File: src/rtl/leg_pkg.sv
// Legendre generator package: datapath widths, microcode word layout,
// microprogram ROM and reciprocal table. No dependencies.

package leg_pkg;

	localparam int DEG_W   = 4;
	localparam int X_W     = 18;
	localparam int CX_W    = 22;   // (2n+1)*x, n <= 15
	localparam int MA_W    = 40;   // cx * P(n)
	localparam int MB_W    = 23;   // n * P(n-1)
	localparam int NUM_W   = 40;   // recurrence numerator, Q.32
	localparam int RCP_W   = 20;   // reciprocal, Q.20
	localparam int PLO_W   = 40;
	localparam int PHI_W   = 41;
	localparam int PROD_W  = 62;   // numerator * reciprocal, Q.52
	localparam int RND_SH  = 36;
	localparam int RES_W   = PROD_W - RND_SH;

	localparam logic signed [X_W-1:0] ONE_Q16 = 18'sd65536;

	typedef logic [2:0] upc_t;

	typedef enum logic [1:0] {
		COND_NEVER,
		COND_ALWAYS,
		COND_NO_INPUT
	} cond_t;

	typedef enum logic [1:0] {
		SEL_ONE,
		SEL_X,
		SEL_REC
	} sel_t;

	typedef struct packed {
		logic  load_x;
		logic  emit;
		sel_t  sel;
		logic  ld_mul;
		logic  ld_num;
		logic  ld_rmul;
		logic  ld_next;
		cond_t cond;
		upc_t  target;
	} ctrl_t;

	localparam upc_t UPC_WAIT = 3'd0;
	localparam upc_t UPC_P0   = 3'd1;
	localparam upc_t UPC_P1   = 3'd2;
	localparam upc_t UPC_MUL  = 3'd3;
	localparam upc_t UPC_SUB  = 3'd4;
	localparam upc_t UPC_RMUL = 3'd5;
	localparam upc_t UPC_RND  = 3'd6;

	// Microprogram. An emitted top-degree result ends the program (back to wait).
	function automatic ctrl_t ucode(upc_t pc);
		ctrl_t c;
		c = '{load_x: 1'b0, emit: 1'b0, sel: SEL_ONE, ld_mul: 1'b0, ld_num: 1'b0,
		      ld_rmul: 1'b0, ld_next: 1'b0, cond: COND_NEVER, target: UPC_WAIT};
		unique case (pc)
			UPC_WAIT: begin
				c.load_x = 1'b1;
				c.cond   = COND_NO_INPUT;
				c.target = UPC_WAIT;
			end
			UPC_P0: begin
				c.emit = 1'b1;
				c.sel  = SEL_ONE;
			end
			UPC_P1: begin
				c.emit = 1'b1;
				c.sel  = SEL_X;
			end
			UPC_MUL:  c.ld_mul  = 1'b1;
			UPC_SUB:  c.ld_num  = 1'b1;
			UPC_RMUL: c.ld_rmul = 1'b1;
			UPC_RND: begin
				c.emit    = 1'b1;
				c.sel     = SEL_REC;
				c.ld_next = 1'b1;
				c.cond    = COND_ALWAYS;
				c.target  = UPC_MUL;
			end
			default: begin
				c.cond   = COND_ALWAYS;
				c.target = UPC_WAIT;
			end
		endcase
		return c;
	endfunction

	// round(2^20 / (n+1)), ties up
	function automatic logic [RCP_W-1:0] recip(logic [DEG_W-1:0] n);
		logic [RCP_W-1:0] r;
		unique case (n)
			4'd1:    r = 20'd524288;
			4'd2:    r = 20'd349525;
			4'd3:    r = 20'd262144;
			4'd4:    r = 20'd209715;
			4'd5:    r = 20'd174763;
			4'd6:    r = 20'd149797;
			4'd7:    r = 20'd131072;
			4'd8:    r = 20'd116508;
			4'd9:    r = 20'd104858;
			4'd10:   r = 20'd95325;
			4'd11:   r = 20'd87381;
			4'd12:   r = 20'd80660;
			4'd13:   r = 20'd74898;
			4'd14:   r = 20'd69905;
			default: r = 20'd0;
		endcase
		return r;
	endfunction

endpackage

File: src/rtl/legendre_polynomial_generator.sv
// Legendre polynomial generator, top level: microcoded sequencer and datapath.
// Depends on leg_pkg.
//
// Usage:
//  - Config channel (cfg_valid/cfg_ready/cfg_data) writes top_degree; always
//    ready. Write only while the block is idle. Reset value is 15; the value
//    used is min(top_degree, MAX_DEGREE).
//  - Input channel: one item per argument x_value (signed Q1.16, clamped to
//    [-1,1]). An item is taken when in_valid is high and in_stall is low.
//  - Output channel: one item per degree, P0 up to P(top), ascending, with
//    last set on the top degree. Taken when out_valid high and out_stall low.
//  - Sequence: the input is taken in wait, P0 and P1 are emitted from their
//    own steps, and every further degree takes one pass through the
//    MUL/SUB/RMUL/RND microprogram loop and is emitted from RND. The
//    sequencer returns to wait as the last result is loaded; the next argument
//    can be taken on the cycle after the last result is loaded.
//  - A stalled output holds its item; an emitting step waits on it, so the
//    sequencer freezes until the item is taken.
//  - Reset returns the step counter to wait, drops output valid and sets
//    top_degree to 15.

module legendre_polynomial_generator
	import leg_pkg::*;
#(
	parameter int MAX_DEGREE = 15
) (
	input  logic                  clk,
	input  logic                  arst_n,
	input  logic                  cfg_valid,
	output logic                  cfg_ready,
	input  logic [DEG_W-1:0]      cfg_data,
	input  logic                  in_valid,
	output logic                  in_stall,
	input  logic signed [X_W-1:0] x_value,
	output logic                  out_valid,
	input  logic                  out_stall,
	output logic [DEG_W-1:0]      degree,
	output logic signed [X_W-1:0] poly_value,
	output logic                  last
);

	// control
	upc_t             pc_q;
	upc_t             pc_next;
	ctrl_t            cw;
	logic [DEG_W-1:0] top_degree_q;
	logic [DEG_W-1:0] top_eff;
	logic             in_take;
	logic             hold;

	// datapath registers
	logic signed [X_W-1:0]   x_q;
	logic signed [X_W-1:0]   pn_q;       // P(n)
	logic signed [X_W-1:0]   pm_q;       // P(n-1)
	logic [DEG_W-1:0]        n_q;
	logic signed [CX_W-1:0]  cx_q;       // (2n+1)*x
	logic signed [MA_W-1:0]  ma_q;
	logic signed [MB_W-1:0]  mb_q;
	logic signed [NUM_W-1:0] num_q;
	logic [PLO_W-1:0]        plo_q;
	logic signed [PHI_W-1:0] phi_q;

	// datapath logic
	logic signed [X_W-1:0]    x_sat;
	logic signed [MA_W-1:0]   ma_w;
	logic signed [MB_W-1:0]   mb_w;
	logic [RCP_W-1:0]         rcp;
	logic signed [PROD_W-1:0] rnd_w;
	logic signed [RES_W-1:0]  res_w;
	logic signed [X_W-1:0]    rec_val;

	// emit selection
	logic [DEG_W-1:0]      emit_deg;
	logic signed [X_W-1:0] emit_val;
	logic                  emit_last;

	// output register
	logic                  out_valid_q;
	logic [DEG_W-1:0]      degree_q;
	logic signed [X_W-1:0] poly_value_q;
	logic                  last_q;

	assign cw        = ucode(pc_q);
	assign cfg_ready = 1'b1;
	assign in_stall  = !cw.load_x;
	assign in_take   = cw.load_x && in_valid;
	assign hold      = cw.emit && out_valid_q && out_stall;

	assign top_eff = (int'(top_degree_q) > MAX_DEGREE) ? DEG_W'(MAX_DEGREE) : top_degree_q;

	// argument clamp to [-1, 1]
	always_comb begin
		if (x_value > ONE_Q16)
			x_sat = ONE_Q16;
		else if (x_value < -ONE_Q16)
			x_sat = -ONE_Q16;
		else
			x_sat = x_value;
	end

	assign ma_w = cx_q * pn_q;
	assign mb_w = $signed({1'b0, n_q}) * pm_q;
	assign rcp  = recip(n_q);

	// num * R, plus the round bias (ties away from zero), one three-input add.
	// Sign of the product is the sign of the numerator since R > 0.
	always_comb begin
		rnd_w = (PROD_W'(phi_q) <<< RCP_W) + $signed({{(PROD_W-PLO_W){1'b0}}, plo_q})
		      + (num_q[NUM_W-1] ? (PROD_W'(1) <<< (RND_SH-1)) - PROD_W'(1)
		                        : (PROD_W'(1) <<< (RND_SH-1)));
		res_w = rnd_w[PROD_W-1:RND_SH];
		if (res_w > RES_W'(ONE_Q16))
			rec_val = ONE_Q16;
		else if (res_w < -RES_W'(ONE_Q16))
			rec_val = -ONE_Q16;
		else
			rec_val = res_w[X_W-1:0];
	end

	always_comb begin
		unique case (cw.sel)
			SEL_ONE: begin
				emit_deg = '0;
				emit_val = ONE_Q16;
			end
			SEL_X: begin
				emit_deg = DEG_W'(1);
				emit_val = pn_q;
			end
			SEL_REC: begin
				emit_deg = n_q + DEG_W'(1);
				emit_val = rec_val;
			end
			default: begin
				emit_deg = '0;
				emit_val = ONE_Q16;
			end
		endcase
		emit_last = (emit_deg == top_eff);
	end

	// sequencer
	always_comb begin
		if (hold)
			pc_next = pc_q;
		else if (cw.emit && emit_last)
			pc_next = UPC_WAIT;
		else begin
			unique case (cw.cond)
				COND_ALWAYS:   pc_next = cw.target;
				COND_NO_INPUT: pc_next = in_take ? pc_q + upc_t'(1) : cw.target;
				default:       pc_next = pc_q + upc_t'(1);
			endcase
		end
	end

	always_ff @(posedge clk or negedge arst_n) begin
		if (!arst_n) begin
			pc_q         <= UPC_WAIT;
			top_degree_q <= DEG_W'(15);
			out_valid_q  <= 1'b0;
		end else begin
			pc_q <= pc_next;
			if (cfg_valid)
				top_degree_q <= cfg_data;
			if (cw.emit && !hold)
				out_valid_q <= 1'b1;
			else if (!out_stall)
				out_valid_q <= 1'b0;
		end
	end

	// datapath, no reset
	always_ff @(posedge clk) begin
		if (in_take) begin
			x_q  <= x_sat;
			pn_q <= x_sat;
			pm_q <= ONE_Q16;
			n_q  <= DEG_W'(1);
			cx_q <= CX_W'(x_sat) + (CX_W'(x_sat) <<< 1);
		end
		if (cw.ld_mul) begin
			ma_q <= ma_w;
			mb_q <= mb_w;
		end
		if (cw.ld_num)
			num_q <= ma_q - (NUM_W'(mb_q) <<< 16);
		if (cw.ld_rmul) begin
			plo_q <= num_q[RCP_W-1:0] * rcp;
			phi_q <= $signed(num_q[NUM_W-1:RCP_W]) * $signed({1'b0, rcp});
		end
		if (cw.ld_next && !hold) begin
			pm_q <= pn_q;
			pn_q <= rec_val;
			n_q  <= n_q + DEG_W'(1);
			cx_q <= cx_q + (CX_W'(x_q) <<< 1);
		end
		if (cw.emit && !hold) begin
			degree_q     <= emit_deg;
			poly_value_q <= emit_val;
			last_q       <= emit_last;
		end
	end

	assign out_valid  = out_valid_q;
	assign degree     = degree_q;
	assign poly_value = poly_value_q;
	assign last       = last_q;

endmodule

File: config.mk
export PLATFORM = sky130hd
export DESIGN_NAME = legendre_polynomial_generator
export DESIGN_NICKNAME = d
export VERILOG_FILES = /design/src/rtl/leg_pkg.sv /design/src/rtl/legendre_polynomial_generator.sv
export SDC_FILE = /design/constraint.sdc
export NUM_CORES = 2
export LEC_CHECK = 0
export BUFFER_PORTS_ARGS = -buffer_cell sky130_fd_sc_hd__buf_2
export CAP_MARGIN = 40
export CORE_ASPECT_RATIO = 0.75
export CORE_MARGIN = 2
export CORE_UTILIZATION = 55
export CTS_CLUSTER_SIZE = 30
export DETAILED_ROUTE_END_ITERATION = 8
export GPL_TIMING_DRIVEN = 0
export PLACE_DENSITY = 0.76
export SYNTH_ARGS = -nofsm -noshare
export SYNTH_HDL_FRONTEND = slang
export SYNTH_SLANG_ARGS = --single-unit
File: constraint.sdc
create_clock -name clk -period 7.84 [get_ports clk]
set_clock_uncertainty 0.15 [all_clocks]
set_input_delay 0.784 -clock clk [delete_from_list [all_inputs] [get_ports clk]]
set_output_delay 0.784 -clock clk [all_outputs]
set_load 0.005 [all_outputs]
; ---- Word-level counts from Yosys, hierarchy flattened
; Memories as Yosys holds them, arrays and structs flattened. A register that Yosys moved wholly into a read port is not among the register bits.
; Cells that the tools add are included.
[word_totals]
regBits = 295
romBits = 320
inputBits = 27
elab_cells = 83
n_memories = 1
[op_classes]
add_sub_neg = 7
multipliers = 4
n_lt_le_gt_ge = 4
n_eq_ne = 12
mux = 28
reduce_logical = 11
[memory_table]
columns = name, depth, width, rd, rd_clocked_by_memory_dff, wr, line_no
row1 = (no name shown), 16, 20, 1, 1, 0, leg_pkg.sv:95  ; unique case (n)
[ops]
columns = operator, count
row1 = $mux W18, 8
row2 = $add A61 B41 Y62, 1
row3 = $add A62 B37 Y62, 1
row4 = $mux W22, 2
row5 = $mul A20 B21 Y41, 1
row6 = $mul A20 B20 Y40, 1
row7 = $mul A22 B18 Y40, 1
row8 = $sub A40 B39 Y40, 1
row9 = $mux W36, 1
row10 = $pmux W18 S2, 1
row11 = $gt A26 B18 Y1 const B, 1
row12 = $lt A26 B17 Y1 const B, 1
row13 = $mul A5 B18 Y23, 1
row14 = $add A22 B19 Y22, 1
row15 = $add A18 B19 Y20, 1
row16 = $gt A18 B18 Y1 const B, 1
row17 = $lt A18 B17 Y1 const B, 1
row18 = $pmux W5 S3, 1
row19 = $mux W4, 3
row20 = $eq A3 B3 Y1 const B, 3
row21 = $pmux W3 S3, 1
row22 = $pmux W4 S2, 1
row23 = $mux W1, 7
row24 = $eq A3 B2 Y1 const B, 2
row25 = 14 further kinds, 23

; ---- Longest topological paths before layout
[logic_depth]
ltp_word = 8
depth_mapped = 29

; ---- Least setup slack after synthesis
; OpenSTA, ideal clock, no wires.
[synth_timing]
kind = register to register
startpoint = register num_q[39]
endpoint = register phi_q[38], data pin
t_arrival_ns = 7.525
path_slack_ns = -0.093
path_stages_with_launch = 23
path_buffers = 1
synth_period_minus_slack_ns = 7.933
cell_sequence = edfxtp_1 -> inv_1 -> clkbuf_1 -> fa_1 -> fa_1 -> inv_1 -> fa_1 -> fa_1 -> fa_1 -> inv_1 -> fa_1 -> inv_1 -> ha_1 -> a21o_1 -> a21o_1 -> a21o_1 -> a221o_1 -> or3b_2 -> o221ai_1 -> o211ai_1 -> a31o_2 -> a21oi_1 -> xnor2_1
[synth_via]
elab_chain_len = 1
[synth_rtl]
columns = element, line_no
row1 = from (decl), legendre_polynomial_generator.sv:59  ; logic signed [NUM_W-1:0] num_q;
row2 = from (signal assigned), legendre_polynomial_generator.sv:187  ; num_q <= ma_q - (NUM_W'(mb_q) <<< 16);
row3 = $mul A20 B21 Y41, legendre_polynomial_generator.sv:190  ; phi_q <= $signed(num_q[NUM_W-1:RCP_W]) * $signed({1'b0, rcp});
row4 = to (signal assigned), legendre_polynomial_generator.sv:190
row5 = to (decl), legendre_polynomial_generator.sv:61  ; logic signed [PHI_W-1:0] phi_q;
; Every way passes these cells.
; A chain may end at the register's enable or synchronous reset.

; ---- Worst setup path after layout
[layout_timing]
startpoint = register num_q[36]
endpoint = register phi_q[38], data pin
; Same word-level chain as after synthesis.

==> out/metrics.json <==
{
  "outcome": {
    "status": "finished, final reports clean"
  },
  "synth": {
    "synth-edff-count": 287,
    "synth_compound_gate_area_share_pct": 6.47,
    "ys_warn_count": 0,
    "post_synth.cell_area_avg_um2": 9.52,
    "xor_xnor_portion_of_the_synthesized_cell_area_pct": 3.14,
    "postSynthRegisterBits": 314,
    "ys_types": 81,
    "synth_top_family_by_area": "adder cells",
    "yosys.area_share.adder_pct": 49.6,
    "postSynthNetCount": 7941,
    "yosys-mux-area-fraction_pct": 0.165,
    "ys_async_sr_fraction_pct": 2.55,
    "synthSimpleGateAreaFrac_pct": 14.9,
    "yosysSeqAreaShare_pct": 15.5,
    "synth_top_flop_cell": "sky130_fd_sc_hd__edfxtp_1",
    "netlist_area_mm2": 0.0592,
    "postSynthCellCount": 6221
  },
  "floorplan": {
    "core_mm2": 0.107,
    "dieArea_mm2": 0.110,
    "top_level_ports": 53,
    "chipHeight_um": 288,
    "placementRows": 104,
    "dieWidth_um": 383,
    "initial_utilization_pct": 55.3
  },
  "final_layout": {
    "drive_above_1_share_pct": 7.17,
    "area_growth_pct": 8.76,
    "layout.cell_area.non_filler_mm2": 0.0644,
    "final_nets": 8147
  },
  "setup_path": {
    "regToRegSetupSlack_ns": 0.03,
    "crit_end": "phi_q[38]",
    "reg2reg_from": "num_q[36]",
    "worst-r2r-cell-count": 20,
    "setup.worst_path.class": "flop to flop",
    "worstSetupStartpointType": "flop",
    "required_ns": 8.00,
    "rr_endpoint": "phi_q[38]",
    "critical_path.max_fanout": 10,
    "timing.critical_path.to_type": "flop",
    "critPathLaunch": "num_q[36]",
    "cp.arrival_ns": 7.97
  },
  "sta": {
    "hold_viol": 0,
    "finalMaxSlewViolations": 0,
    "worst_slew_margin_rel_pct": 32.3,
    "worst_slew_pin_slew_ns": 1.02,
    "final.min_clock_period_ns": 7.81,
    "period_share_pct": 99.6,
    "final-setup-viol-count": 0,
    "maxClockFrequency_mhz": 128
  },
  "drt": {
    "post-route-drc-count": 0,
    "route.antenna.remaining_nets": 0,
    "vias": 45000,
    "drt-total-wl_mm": 178,
    "routed_wire_length_per_instance_um": 22.6,
    "drc_marker_count_from_the_first_detailed_route_iteration": 4837,
    "vias_per_cell": 5.71,
    "pre_antenna_drt_iters": 6
  },
  "grt": {
    "grtUsageTotal_pct": 33.2,
    "grt_start_max_net_pins": 64,
    "vias_in_the_first_global_route": 46200,
    "grt_remaining_overflow": 0,
    "antenna_found_initial": 15,
    "grt_first_pass_wirelength_mm": 275
  },
  "placed_design": {
    "post-dp-hpwl_mm": 147,
    "place.gp.congestion": 1.01,
    "placement.cell_area_mm2": 0.0619,
    "port_buffers": 51
  },
  "clock_network": {
    "worst_setup_hold_path_clk_slew_ns": 0.06,
    "cts_inserted_buffers": 36,
    "later_pin_clock_latency_in_the_skew_report_ns": 0.59,
    "clock_tree_from_tritoncts": "yes",
    "clk_root_buffer_cell": "sky130_fd_sc_hd__clkbuf_16",
    "clock_path_buffers": 3,
    "ctsHtreeMaxLevel": 2,
    "tritoncts_sinks": 314
  },
  "flow_run": {
    "max_cap_violations": 0
  },
  "worst_hold_path": {
    "timing.hold.worst.start": "ma_q[8]",
    "worstHoldPathType": "flop to flop",
    "min_path_cells": 0
  }
}
-- worst min-delay path by stage --
stage / endpoint
after global placement: num_q[7]
after floorplan: num_q[0]
after CTS: num_q[11]
final: num_q[8]
after detailed placement: num_q[4]
after global routing: num_q[0]
-- critical path, stage by stage (launching register included) --
cell                       delay (ns)
sky130_fd_sc_hd__edfxtp_1        0.58
sky130_fd_sc_hd__buf_2           0.37
sky130_fd_sc_hd__nand2_1         0.27
sky130_fd_sc_hd__fa_1            0.55
sky130_fd_sc_hd__inv_1           0.06
sky130_fd_sc_hd__fa_1            0.60
sky130_fd_sc_hd__fa_1            0.49
sky130_fd_sc_hd__fa_1            0.61
sky130_fd_sc_hd__fa_1            0.46
sky130_fd_sc_hd__fa_1            0.53
sky130_fd_sc_hd__fa_1            0.43
sky130_fd_sc_hd__ha_1            0.36
sky130_fd_sc_hd__a21o_1          0.18
sky130_fd_sc_hd__a21o_1          0.22
sky130_fd_sc_hd__a221o_1         0.34
sky130_fd_sc_hd__or3b_2          0.48
sky130_fd_sc_hd__o221ai_4        0.18
sky130_fd_sc_hd__o211ai_1        0.14
sky130_fd_sc_hd__a31o_2          0.26
sky130_fd_sc_hd__a21oi_2         0.14
sky130_fd_sc_hd__xnor2_1         0.13
-- sequential cells by signal, indices dropped and copies added, names as in the netlist --
signal,count
cx_q,22
degree,4
n_q,4
last,1
out_valid,1
pc_q,3
plo_q,40
top_degree_q,4
rcp,19
poly_value,18
pm_q,18
x_q,18
mb_q,23
num_q,40
phi_q,41
ma_q,40
pn_q,18
-- per-stage QoR --
step / hold WS, ns / setup TNS (ns) / util (%) / cells / setup slack (ns)
2_1_floorplan: 0.250 / 0 / - / 6221 / 0.0677
3_3_place_gp: 0.253 / -41.73 / 57.2 / 7703 / -1.92
3_5_place_dp: 0.256 / -37.73 / 57.8 / 7746 / -2.03
4_1_cts: 0.272 / 0 / 59.4 / 7840 / 0.00261
5_1_grt: 0.275 / -0.136 / 60.1 / 7884 / -0.0479
6_report: 0.271 / 0 / 60.1 / 7890 / 0.0276
-- synth_stat cells, types with 4 or more instances --
master | instances | share of area [%]
sky130_fd_sc_hd__a21oi_1 | 185 | 1.6
sky130_fd_sc_hd__ha_1 | 603 | 13
sky130_fd_sc_hd__dfrtp_1 | 4 | 0.17
sky130_fd_sc_hd__o21a_1 | 26 | 0.33
sky130_fd_sc_hd__a22oi_1 | 4 | 0.051
sky130_fd_sc_hd__a32o_1 | 27 | 0.46
sky130_fd_sc_hd__nand4_1 | 14 | 0.15
sky130_fd_sc_hd__a211o_1 | 8 | 0.12
sky130_fd_sc_hd__a211oi_1 | 22 | 0.28
sky130_fd_sc_hd__buf_1 | 6 | 0.038
sky130_fd_sc_hd__nor3_1 | 50 | 0.42
sky130_fd_sc_hd__nand2b_1 | 33 | 0.35
sky130_fd_sc_hd__and2_1 | 585 | 6.2
sky130_fd_sc_hd__a2111oi_0 | 4 | 0.059
sky130_fd_sc_hd__a41oi_1 | 9 | 0.13
sky130_fd_sc_hd__a31oi_1 | 20 | 0.21
sky130_fd_sc_hd__a31o_2 | 4 | 0.059
sky130_fd_sc_hd__edfxtp_1 | 287 | 15
sky130_fd_sc_hd__a31o_1 | 5 | 0.074
sky130_fd_sc_hd__a21o_1 | 71 | 0.90
sky130_fd_sc_hd__or3_1 | 16 | 0.17
sky130_fd_sc_hd__and3_1 | 27 | 0.29
sky130_fd_sc_hd__fa_1 | 1090 | 37
sky130_fd_sc_hd__nor3b_1 | 4 | 0.051
sky130_fd_sc_hd__a221oi_1 | 5 | 0.074
sky130_fd_sc_hd__a21boi_0 | 7 | 0.089
sky130_fd_sc_hd__o211ai_1 | 12 | 0.15
sky130_fd_sc_hd__nand2_1 | 776 | 4.9
sky130_fd_sc_hd__nor2b_1 | 22 | 0.23
sky130_fd_sc_hd__xor2_1 | 64 | 0.95
sky130_fd_sc_hd__o21bai_1 | 21 | 0.27
sky130_fd_sc_hd__o22ai_1 | 4 | 0.042
sky130_fd_sc_hd__o31ai_1 | 10 | 0.13
sky130_fd_sc_hd__nor4_1 | 13 | 0.14
sky130_fd_sc_hd__nor2_1 | 168 | 1.1
sky130_fd_sc_hd__xnor2_1 | 148 | 2.2
sky130_fd_sc_hd__or2_2 | 11 | 0.12
sky130_fd_sc_hd__inv_1 | 1370 | 8.7
sky130_fd_sc_hd__nand3_1 | 66 | 0.56
sky130_fd_sc_hd__clkbuf_1 | 228 | 1.4
sky130_fd_sc_hd__o21ai_0 | 97 | 0.82
sky130_fd_sc_hd__dfxtp_1 | 19 | 0.64
sky130_fd_sc_hd__dfstp_2 | 4 | 0.18
sky130_fd_sc_hd__mux2_2 | 6 | 0.11
-- kinds of logic after synthesis --
family | count (synthesis)
and+or+nand+nor | 1800
buffers and inverters | 1610
AOI/OAI and AO/OA | 582
xor gates and xnor gates | 212
DFF | 314
other | 1
adders and majority gates | 1693
muxes | 9
-- routing by layer --
| metal | wire [µm] | up-vias | track usage, % |
|---|---|---|---|
| met4 | 5240 | 30 | 8.85 |
| met3 | 26900 | 363 | 13.4 |
| met1 | 73300 | 22500 | 48.2 |
| met5 | 509 | - | 0 |
| li1 | - | 19600 | - |
| met2 | 72000 | 2556 | 46.1 |
-- cell usage in the layout (no fill, tap or decap), drive strengths merged, types with 12 or more instances in the layout --
| cell type | count |
|---|---|
| a21o | 71 |
| or3 | 16 |
| a21oi | 185 |
| inv | 1375 |
| edfxtp | 287 |
| fa | 1090 |
| nand2b | 33 |
| nand4 | 14 |
| o21a | 26 |
| and2 | 585 |
| nor3 | 50 |
| nand2 | 776 |
| xnor2 | 148 |
| nor2 | 168 |
| nor2b | 22 |
| o21bai | 21 |
| o211ai | 12 |
| a31oi | 20 |
| xor2 | 64 |
| dfxtp | 19 |
| o21ai | 99 |
| buf | 207 |
| nand3 | 67 |
| and3 | 27 |
| a211oi | 23 |
| ha | 603 |
| nor4 | 13 |
| clkbuf | 245 |
| a32o | 27 |
-- cell type report --
type                    count  area, µm²
flip-flops and latches    314       9210
multi-input cells        4297      44400
clock inverters            17        153
repair buffers            183       1620
inverters                1372       5150
diodes                      6       15.0
plain buffers             223       1130
clock buffers              47        973
fillers                  8949      42700
well taps                1431       1790
-- timing repair --
item / CTS / global route
gates resized for setup: 138 / 183
pin swaps: 5 / 29
setup buffers: 38 / 48
endpoints found under the setup margin: 50 / 22
hold endpoints to repair: 4 / 0
hold buffers: 1 / 0
Power is not shown: default switching activity piles up to over one toggle a cycle in this logic, so the estimate is an artifact.
